`src/hw/rtl/bcag_pkg.sv`:
```
package bcag_pkg;

  // Storage sizing.
  localparam int MAX_DIMS  = 8;
  localparam int SIDE_BITS = 16;
  localparam int DIM_IDX_W = (MAX_DIMS > 1) ? $clog2(MAX_DIMS) : 1;

  // Shared divider: 33-bit dividend, 16-bit divisor, one quotient bit a cycle.
  localparam int DVD_W     = 33;
  localparam int DIV_STEPS = DVD_W;
  localparam int DIV_CNT_W = $clog2(DIV_STEPS);

  // Configuration register indexes.
  localparam int REG_NUM_DIMS = 0;

  // Microcode program counter.
  localparam int PC_W = 4;

  typedef enum logic [3:0] {
    OP_WAIT,      // take one input transaction
    OP_NOP,
    OP_DIV_REM,   // rem <= rem / p
    OP_INC_K,     // next dimension
    OP_RESTART,   // rem <= block number, k <= 0
    OP_DIV_T,     // rem <= rem / p, t <= rem % p
    OP_MUL,       // x <= t * n
    OP_DIV_LO,    // lower <= (x + p - 1) / p
    OP_DIV_HI,    // upper <= (x + n + p - 1) / p
    OP_EMIT,      // corner pair to the output register
    OP_EMIT_OOR   // flagged out-of-range result
  } op_t;

  typedef enum logic [2:0] {
    COND_NEVER,   // fall through to the next step
    COND_ALWAYS,
    COND_SET,     // the accepted transaction was a set action
    COND_PZERO,   // block count of the current dimension is zero
    COND_MORE,    // another dimension follows the current one
    COND_REMNZ    // quotient left over after all dimensions
  } cond_t;

  typedef struct packed {
    op_t              op;
    cond_t            cond;
    logic [PC_W-1:0]  target;
  } uword_t;

  // Step addresses.
  localparam logic [PC_W-1:0] STEP_WAIT    = 4'd0;
  localparam logic [PC_W-1:0] STEP_CHK     = 4'd1;
  localparam logic [PC_W-1:0] STEP_DIV_REM = 4'd2;
  localparam logic [PC_W-1:0] STEP_INC_K   = 4'd3;
  localparam logic [PC_W-1:0] STEP_RESTART = 4'd4;
  localparam logic [PC_W-1:0] STEP_DIV_T   = 4'd5;
  localparam logic [PC_W-1:0] STEP_MUL     = 4'd6;
  localparam logic [PC_W-1:0] STEP_DIV_LO  = 4'd7;
  localparam logic [PC_W-1:0] STEP_DIV_HI  = 4'd8;
  localparam logic [PC_W-1:0] STEP_EMIT    = 4'd9;
  localparam logic [PC_W-1:0] STEP_DONE    = 4'd10;
  localparam logic [PC_W-1:0] STEP_OOR     = 4'd11;

  // Control store. The first pass divides through every dimension to check
  // the range; the second pass repeats the split and emits the corners.
  function automatic uword_t ucode_rom(logic [PC_W-1:0] pc);
    uword_t w;
    w = '{op: OP_NOP, cond: COND_ALWAYS, target: STEP_WAIT};
    case (pc)
      STEP_WAIT:    w = '{op: OP_WAIT,     cond: COND_SET,    target: STEP_WAIT};
      STEP_CHK:     w = '{op: OP_NOP,      cond: COND_PZERO,  target: STEP_OOR};
      STEP_DIV_REM: w = '{op: OP_DIV_REM,  cond: COND_NEVER,  target: STEP_WAIT};
      STEP_INC_K:   w = '{op: OP_INC_K,    cond: COND_MORE,   target: STEP_CHK};
      STEP_RESTART: w = '{op: OP_RESTART,  cond: COND_REMNZ,  target: STEP_OOR};
      STEP_DIV_T:   w = '{op: OP_DIV_T,    cond: COND_NEVER,  target: STEP_WAIT};
      STEP_MUL:     w = '{op: OP_MUL,      cond: COND_NEVER,  target: STEP_WAIT};
      STEP_DIV_LO:  w = '{op: OP_DIV_LO,   cond: COND_NEVER,  target: STEP_WAIT};
      STEP_DIV_HI:  w = '{op: OP_DIV_HI,   cond: COND_NEVER,  target: STEP_WAIT};
      STEP_EMIT:    w = '{op: OP_EMIT,     cond: COND_MORE,   target: STEP_DIV_T};
      STEP_DONE:    w = '{op: OP_NOP,      cond: COND_ALWAYS, target: STEP_WAIT};
      STEP_OOR:     w = '{op: OP_EMIT_OOR, cond: COND_ALWAYS, target: STEP_WAIT};
      default:      w = '{op: OP_NOP,      cond: COND_ALWAYS, target: STEP_WAIT};
    endcase
    return w;
  endfunction

endpackage

```
`src/hw/rtl/block_corner_address_generator_core.sv`:
```
// Set transaction: handled in the wait step, no result.
// Query over d dimensions: each 33-bit division runs on the shared
// one-bit-a-cycle divider, four divisions per dimension.
// One query is worked on at a time; the next transaction is taken while the
// last result still waits in the output register.
// Synchronous active-high reset: tables hold ones, num_dims is one, no output.
module block_corner_address_generator_core (
  input  logic        clk,
  input  logic        rst,
  // Input stream.
  input  logic        s_tvalid,
  output logic        s_tready,
  // dim_select[2:0], side_length[18:3], block_count[34:19],
  // block_number[65:35], zero fill to 72 bits
  input  logic [71:0] s_tdata,
  // action[0]
  input  logic        s_tuser,
  // Output stream.
  output logic        m_tvalid,
  input  logic        m_tready,
  // dim_out[2:0], lower_corner[18:3], upper_corner[34:19], zero fill to 40 bits
  output logic [39:0] m_tdata,
  output logic        m_tlast,
  // out_of_range[0]
  output logic        m_tuser,
  // Configuration port.
  input  logic        psel,
  input  logic        penable,
  input  logic        pwrite,
  input  logic [2:0]  paddr,
  input  logic [31:0] pwdata,
  output logic [31:0] prdata,
  output logic        pready
);
  import bcag_pkg::*;

  // Input field unpacking.
  logic        action;
  logic [2:0]  dim_select;
  logic [15:0] side_length;
  logic [15:0] block_count;
  logic [30:0] block_number;

  assign action       = s_tuser;
  assign dim_select   = s_tdata[2:0];
  assign side_length  = s_tdata[18:3];
  assign block_count  = s_tdata[34:19];
  assign block_number = s_tdata[65:35];

  // State.
  logic [SIDE_BITS-1:0] side_lengths [MAX_DIMS];
  logic [15:0]          block_counts [MAX_DIMS];
  logic [3:0]           num_dims;

  // Sequencer and datapath registers.
  logic [PC_W-1:0]      pc;
  logic [3:0]           k;
  logic [30:0]          rem;
  logic [30:0]          query_num;
  logic [15:0]          t;
  logic [31:0]          x;
  logic [15:0]          lower;
  logic [15:0]          upper;

  // Divider registers.
  logic                 div_busy;
  logic [DIV_CNT_W-1:0] div_cnt;
  logic [DVD_W-1:0]     dvd;
  logic [15:0]          rmd;

  // Output register.
  logic                 out_valid;
  logic [2:0]           out_dim;
  logic [15:0]          out_lower;
  logic [15:0]          out_upper;
  logic                 out_last;
  logic                 out_oor;

  // Combinational signals.
  uword_t               uw;
  logic [3:0]           dims;
  logic [DIM_IDX_W-1:0] kidx;
  logic [15:0]          cur_p;
  logic [15:0]          cur_n;
  logic                 more;
  logic                 cond_true;
  logic                 stall;
  logic                 div_op;
  logic                 div_last;
  logic [DVD_W-1:0]     div_src;
  logic [16:0]          trial;
  logic                 trial_ge;
  logic [15:0]          rmd_next;
  logic [DVD_W-1:0]     dvd_next;
  logic                 in_accept;
  logic                 out_free;
  logic                 cfg_write;

  // Configuration port.
  assign pready    = 1'b1;
  assign cfg_write = psel && penable && pwrite && (paddr[2] == 1'(REG_NUM_DIMS));
  assign prdata    = (paddr[2] == 1'(REG_NUM_DIMS)) ? {28'd0, num_dims} : 32'd0;

  always_ff @(posedge clk) begin
    if (rst) begin
      num_dims <= 4'd1;
    end else if (cfg_write) begin
      num_dims <= pwdata[3:0];
    end
  end

  // Dimensions in use, with zero taken as one and large values saturated.
  always_comb begin
    if (num_dims == 4'd0) begin
      dims = 4'd1;
    end else if (32'(num_dims) > MAX_DIMS) begin
      dims = 4'(MAX_DIMS);
    end else begin
      dims = num_dims;
    end
  end

  // Current table entries.
  assign kidx  = k[DIM_IDX_W-1:0];
  assign cur_p = block_counts[kidx];
  assign cur_n = 16'(side_lengths[kidx]);
  assign more  = (5'(k) + 5'd1) < 5'(dims);

  // Control word and stall decode.
  assign uw        = ucode_rom(pc);
  assign div_op    = (uw.op == OP_DIV_REM) || (uw.op == OP_DIV_T) ||
                     (uw.op == OP_DIV_LO) || (uw.op == OP_DIV_HI);
  assign div_last  = div_busy && (32'(div_cnt) == DIV_STEPS - 1);
  assign out_free  = !out_valid || m_tready;
  assign s_tready  = (uw.op == OP_WAIT);
  assign in_accept = s_tvalid && s_tready;

  always_comb begin
    case (uw.op)
      OP_WAIT:                stall = !s_tvalid;
      OP_DIV_REM, OP_DIV_T,
      OP_DIV_LO, OP_DIV_HI:   stall = !div_last;
      OP_EMIT, OP_EMIT_OOR:   stall = !out_free;
      default:                stall = 1'b0;
    endcase
  end

  always_comb begin
    case (uw.cond)
      COND_NEVER:  cond_true = 1'b0;
      COND_ALWAYS: cond_true = 1'b1;
      COND_SET:    cond_true = !action;
      COND_PZERO:  cond_true = (cur_p == 16'd0);
      COND_MORE:   cond_true = more;
      COND_REMNZ:  cond_true = (rem != 31'd0);
      default:     cond_true = 1'b0;
    endcase
  end

  // Dividend selection for the shared divider.
  always_comb begin
    case (uw.op)
      OP_DIV_LO: div_src = {1'b0, x} + DVD_W'(cur_p) - DVD_W'(1);
      OP_DIV_HI: div_src = {1'b0, x} + DVD_W'(cur_n) + DVD_W'(cur_p) - DVD_W'(1);
      default:   div_src = DVD_W'(rem);
    endcase
  end

  // One restoring step of the divider.
  assign trial    = {rmd, dvd[DVD_W-1]};
  assign trial_ge = trial >= {1'b0, cur_p};
  assign rmd_next = trial_ge ? 16'(trial - {1'b0, cur_p}) : trial[15:0];
  assign dvd_next = {dvd[DVD_W-2:0], trial_ge};

  always_ff @(posedge clk) begin
    if (rst) begin
      div_busy <= 1'b0;
    end else if (div_op) begin
      if (!div_busy) begin
        div_busy <= 1'b1;
      end else if (div_last) begin
        div_busy <= 1'b0;
      end
    end
  end

  always_ff @(posedge clk) begin
    if (div_op) begin
      if (!div_busy) begin
        dvd     <= div_src;
        rmd     <= 16'd0;
        div_cnt <= '0;
      end else begin
        dvd     <= dvd_next;
        rmd     <= rmd_next;
        div_cnt <= div_cnt + DIV_CNT_W'(1);
      end
    end
  end

  // Step counter.
  always_ff @(posedge clk) begin
    if (rst) begin
      pc <= STEP_WAIT;
    end else if (!stall) begin
      pc <= cond_true ? uw.target : pc + PC_W'(1);
    end
  end

  // Tables: written by a set transaction.
  always_ff @(posedge clk) begin
    if (rst) begin
      for (int i = 0; i < MAX_DIMS; i++) begin
        side_lengths[i] <= SIDE_BITS'(1);
        block_counts[i] <= 16'd1;
      end
    end else if (in_accept && !action && (32'(dim_select) < MAX_DIMS)) begin
      side_lengths[DIM_IDX_W'(dim_select)] <= side_length[SIDE_BITS-1:0];
      block_counts[DIM_IDX_W'(dim_select)] <= block_count;
    end
  end

  // Datapath registers driven by the control word.
  always_ff @(posedge clk) begin
    if (rst) begin
      k <= 4'd0;
    end else if (!stall) begin
      case (uw.op)
        OP_WAIT:    if (action) k <= 4'd0;
        OP_INC_K:   k <= k + 4'd1;
        OP_RESTART: k <= 4'd0;
        OP_EMIT:    if (more) k <= k + 4'd1;
        default:    ;
      endcase
    end
  end

  always_ff @(posedge clk) begin
    if (!stall) begin
      case (uw.op)
        OP_WAIT: begin
          rem       <= block_number;
          query_num <= block_number;
        end
        OP_DIV_REM: rem <= dvd_next[30:0];
        OP_RESTART: rem <= query_num;
        OP_DIV_T: begin
          rem <= dvd_next[30:0];
          t   <= rmd_next;
        end
        OP_MUL:    x     <= 32'(t) * 32'(cur_n);
        OP_DIV_LO: lower <= dvd_next[15:0];
        OP_DIV_HI: upper <= dvd_next[15:0];
        default:   ;
      endcase
    end
  end

  // Output register.
  always_ff @(posedge clk) begin
    if (rst) begin
      out_valid <= 1'b0;
    end else if ((uw.op == OP_EMIT || uw.op == OP_EMIT_OOR) && out_free) begin
      out_valid <= 1'b1;
    end else if (m_tready) begin
      out_valid <= 1'b0;
    end
  end

  always_ff @(posedge clk) begin
    if (out_free) begin
      if (uw.op == OP_EMIT) begin
        out_dim   <= k[2:0];
        out_lower <= lower;
        out_upper <= upper;
        out_last  <= !more;
        out_oor   <= 1'b0;
      end else if (uw.op == OP_EMIT_OOR) begin
        out_dim   <= 3'd0;
        out_lower <= 16'd0;
        out_upper <= 16'd0;
        out_last  <= 1'b1;
        out_oor   <= 1'b1;
      end
    end
  end

  assign m_tvalid = out_valid;
  assign m_tdata  = {5'd0, out_upper, out_lower, out_dim};
  assign m_tlast  = out_last;
  assign m_tuser  = out_oor;

endmodule

```
`config.mk`:
```
export PLATFORM = sky130hd
export DESIGN_NAME = block_corner_address_generator_core
export DESIGN_NICKNAME = d
export VERILOG_FILES = /design/src/hw/rtl/bcag_pkg.sv /design/src/hw/rtl/block_corner_address_generator_core.sv
export SDC_FILE = /design/constraint.sdc
export NUM_CORES = 2
export LEC_CHECK = 0
export BUFFER_PORTS_ARGS = -buffer_cell sky130_fd_sc_hd__buf_2
export CORE_ASPECT_RATIO = 0.7
export CORE_MARGIN = 2
export CORE_UTILIZATION = 55
export DETAILED_ROUTE_END_ITERATION = 7
export PLACE_DENSITY = 0.76
export SLEW_MARGIN = 20
export SYNTH_ARGS = -nofsm -noshare
export SYNTH_HDL_FRONTEND = slang
export SYNTH_SLANG_ARGS = --single-unit
```
`constraint.sdc`:
```
create_clock -name clk -period 21.4 [get_ports clk]
set_clock_uncertainty 0.1 [all_clocks]
set_input_delay 2.14 -clock clk [delete_from_list [all_inputs] [get_ports clk]]
set_output_delay 2.14 -clock clk [all_outputs]
set_load 0.05 [all_outputs]
```
==> impl_metrics.toml <==
[status]
outcome = "complete, no violations"

[grt]
antenna_found_initial = 7
grt_usage_pct = 25.2
grt_max_degree = 80
grt_overflow = 0
grt_pass1_wl_mm = 132
grt_pass1_vias = 24349
met1_usage_pct = 35.3
globalRouteMet3Util_pct = 5.06
top_usage_layer = "met2"
use_met2_pct = 40.5

[sta]
period_needed_ns = 8.76
setup_viol = 0
worstMarginPinSlew_ns = 1.08
rsz0062_at_grt = "no"
slew_headroom_pct = 27.7
max_freq_ghz = 0.114
hold_viol_final = 0
hold_ws_ns = 0.404
fin_tns_setup_ns = 0
finalWorstSetupSlack_ns = 12.64
drv_slew = 0
post-route-period-util_pct = 41.0

[cells_and_area]
multiInputGateArea_mm2 = 0.0183
layout_commonest_cell = "edfxtp_1"
final_cell_area_mm2 = 0.0385
regArea_mm2 = 0.0153
final_cell_mix = "edfxtp_1 (490), and2_1 (381), inv_1 (361)"
final_cells = 4034
nFillCells = 4926
syn_to_final_growth_pct = 8.44
fin_nets = 3714
final_util_pct = 60.6
drive_gt1_share_pct = 11.8

[synthesis]
synth_edf_count = 490
synth_top_family_by_area = "adder cells"
synth_fa_ha_area_share_pct = 20.2
yosysSeqAreaShare_pct = 43.0
synth-xor-area-share_pct = 2.42
ys_seq_elements = 517
yosys_warnings = 0
synthDistinctLibCells = 84
synthFlopType = "edfxtp_1"
syn_avg_cell_area_um2 = 11.5
synth.area.mux_share_pct = 6.34
synthesis.area_mm2 = 0.0355
synthCells = 3076
synth-simple-area-share_pct = 15.0
synth_compound_area_share_pct = 7.11
async_flop_share_pct = 0

[critical_path]
cp_data_arrival_time_ns = 8.99
critPathMostFrequentCell = "fa_1"
endpoint_kind = "flop"
critical_path_required_ns = 21.63
cp.buffers_inverters = 5
cp_max_fo = 31
cp-start-kind = "flop"
worst_path_largest_cell_delay_ns = 0.73
cpMaxStageDelayCell = "o311ai_0"
crit_type = "flop to flop"
critPathTopFamily = "adder cells"
crit_chain = "buf_4, mux4_2, mux2_2, and2_1, fa_1, inv_1, fa_1, inv_1, fa_1, fa_1, fa_1, inv_1, fa_1, inv_1, ha_1, and4_1, and3_1, nand3_1, nand2_1, o221ai_1, o311ai_0, a41o_1, a21oi_1, xnor2_1"

[floorplanning]
ios = 192
core_mm2 = 0.0635
die_area_mm2 = 0.0666
die_w_um = 308
die_h_um = 217
num_rows = 77
start_util_pct = 55.9

[placed_design]
gp_congestion = 0.927
dpl_worst_slack_ns = 12.71
hpwl_mm = 58.6
dp_cells = 3940
io_buffers = 121
place_area_mm2 = 0.0368

[cts]
post_cts_resized = 0
cts_tree = "done"
clk_latency_ns = 0.62
cts_hold_buf = 0
path_clk_slew_ns = 0.06
ctsHtreeMaxLevel = 2
clock_path_buffers = 3
cts_root_buf = "clkbuf_16"
clock-sinks = 517
cts_made_buffers = 49
cts_setup_buffers = 0

[power]
p_per_area_mw_per_mm2 = 101
p_leak_nw = 15.8
p_total_mw = 3.89
power.ir.vdd_worst_v = 0.0000834

[routing]
via_per_inst = 5.84
wl_per_cell_um = 20.5
ant_nets = 0
vias = 23558
drc = 0
drt_pass1_iterations = 5
drtIter0Drc = 2322
drt_wl_total_mm = 82.7

[min_path]
hold_path_class = "flop to flop"

[job]
max_cap_violations = 0
-- layout make-up --
| cell class | instances | area share (%) |
|---|---|---|
| multi-input combinational | 2077 | 47.6 |
| sequential | 517 | 39.7 |
| clock buffer | 63 | 3.43 |
| antenna | 4 | 0.0260 |
| inverter | 362 | 3.53 |
| timing repair buffer | 155 | 2.24 |
| clock inverter | 27 | 0.803 |
| tap | 829 | 2.70 |
-- report_power, final --
part           internal (mW)  switching [mW]  total [mW]
combinational          0.639           0.941        1.58
clock                  0.490           0.392       0.882
sequential              1.35          0.0788        1.43
total                   2.48            1.41        3.89
-- logic make-up after synthesis --
kind of cell / after synthesis
compound gates: 380
xor+xnor: 98
fa+ha+maj: 437
buf+inv: 514
flops: 517
mux: 138
other cells: 2
simple gates: 990
-- synthesized netlist by cell type (9+ instances only) --
| cell | n | area, µm² |
|---|---|---|
| a211oi_1 | 25 | 188 |
| a21o_1 | 25 | 188 |
| a21oi_1 | 94 | 470 |
| a22oi_1 | 43 | 323 |
| a31oi_1 | 11 | 68.8 |
| and2_1 | 381 | 2380 |
| and3_1 | 10 | 62.6 |
| buf_2 | 10 | 50.1 |
| buf_4 | 34 | 255 |
| clkbuf_1 | 100 | 375 |
| dfxtp_1 | 27 | 541 |
| edfxtp_1 | 490 | 14700 |
| fa_1 | 227 | 4540 |
| ha_1 | 210 | 2630 |
| inv_1 | 362 | 1360 |
| mux2_2 | 39 | 439 |
| mux2i_1 | 36 | 360 |
| mux4_2 | 55 | 1240 |
| nand2_1 | 278 | 1040 |
| nand2b_1 | 24 | 150 |
| nand3_1 | 26 | 130 |
| nor2_1 | 93 | 349 |
| nor2b_1 | 64 | 400 |
| nor3_1 | 26 | 130 |
| nor4_1 | 16 | 100 |
| o21a_1 | 15 | 113 |
| o21ai_0 | 76 | 380 |
| o21bai_1 | 9 | 67.6 |
| or2_2 | 13 | 81.3 |
| or3_1 | 20 | 125 |
| xnor2_1 | 60 | 526 |
| xor2_1 | 38 | 333 |
-- final timing paths --
| check | start | slack [ns] | cells past startpoint | to |
|---|---|---|---|---|
| worst max-delay path | flop | 12.64 | 24 | x[31] |
| worst min-delay path | lower[15] | 0.40 | 1 | out_lower[15] |
| worst max register to register | flop | 12.64 | 24 | x[31] |
| worst min register to register | lower[15] | 0.40 | 1 | out_lower[15] |
-- sequential cells by signal, summed over array words and instances (netlist names), 3 cells and up, named ones only --
signal        flops
t                16
out_upper        16
rem              31
side_lengths    128
upper            16
out_dim           3
block_counts    128
lower            16
rmd              16
k                 4
pc                4
div_cnt           6
x                32
num_dims          4
out_lower        16
query_num        31
uw               10
dvd              33
-- per-layer routing --
| metal | wire length [µm] | up-vias |
|---|---|---|
| li1 | - | 10683 |
| met1 | 35800 | 11863 |
| met2 | 38800 | 869 |
| met3 | 6470 | 137 |
| met4 | 1680 | 6 |
| met5 | 38 | - |
(Power assumes the default switching activity.)
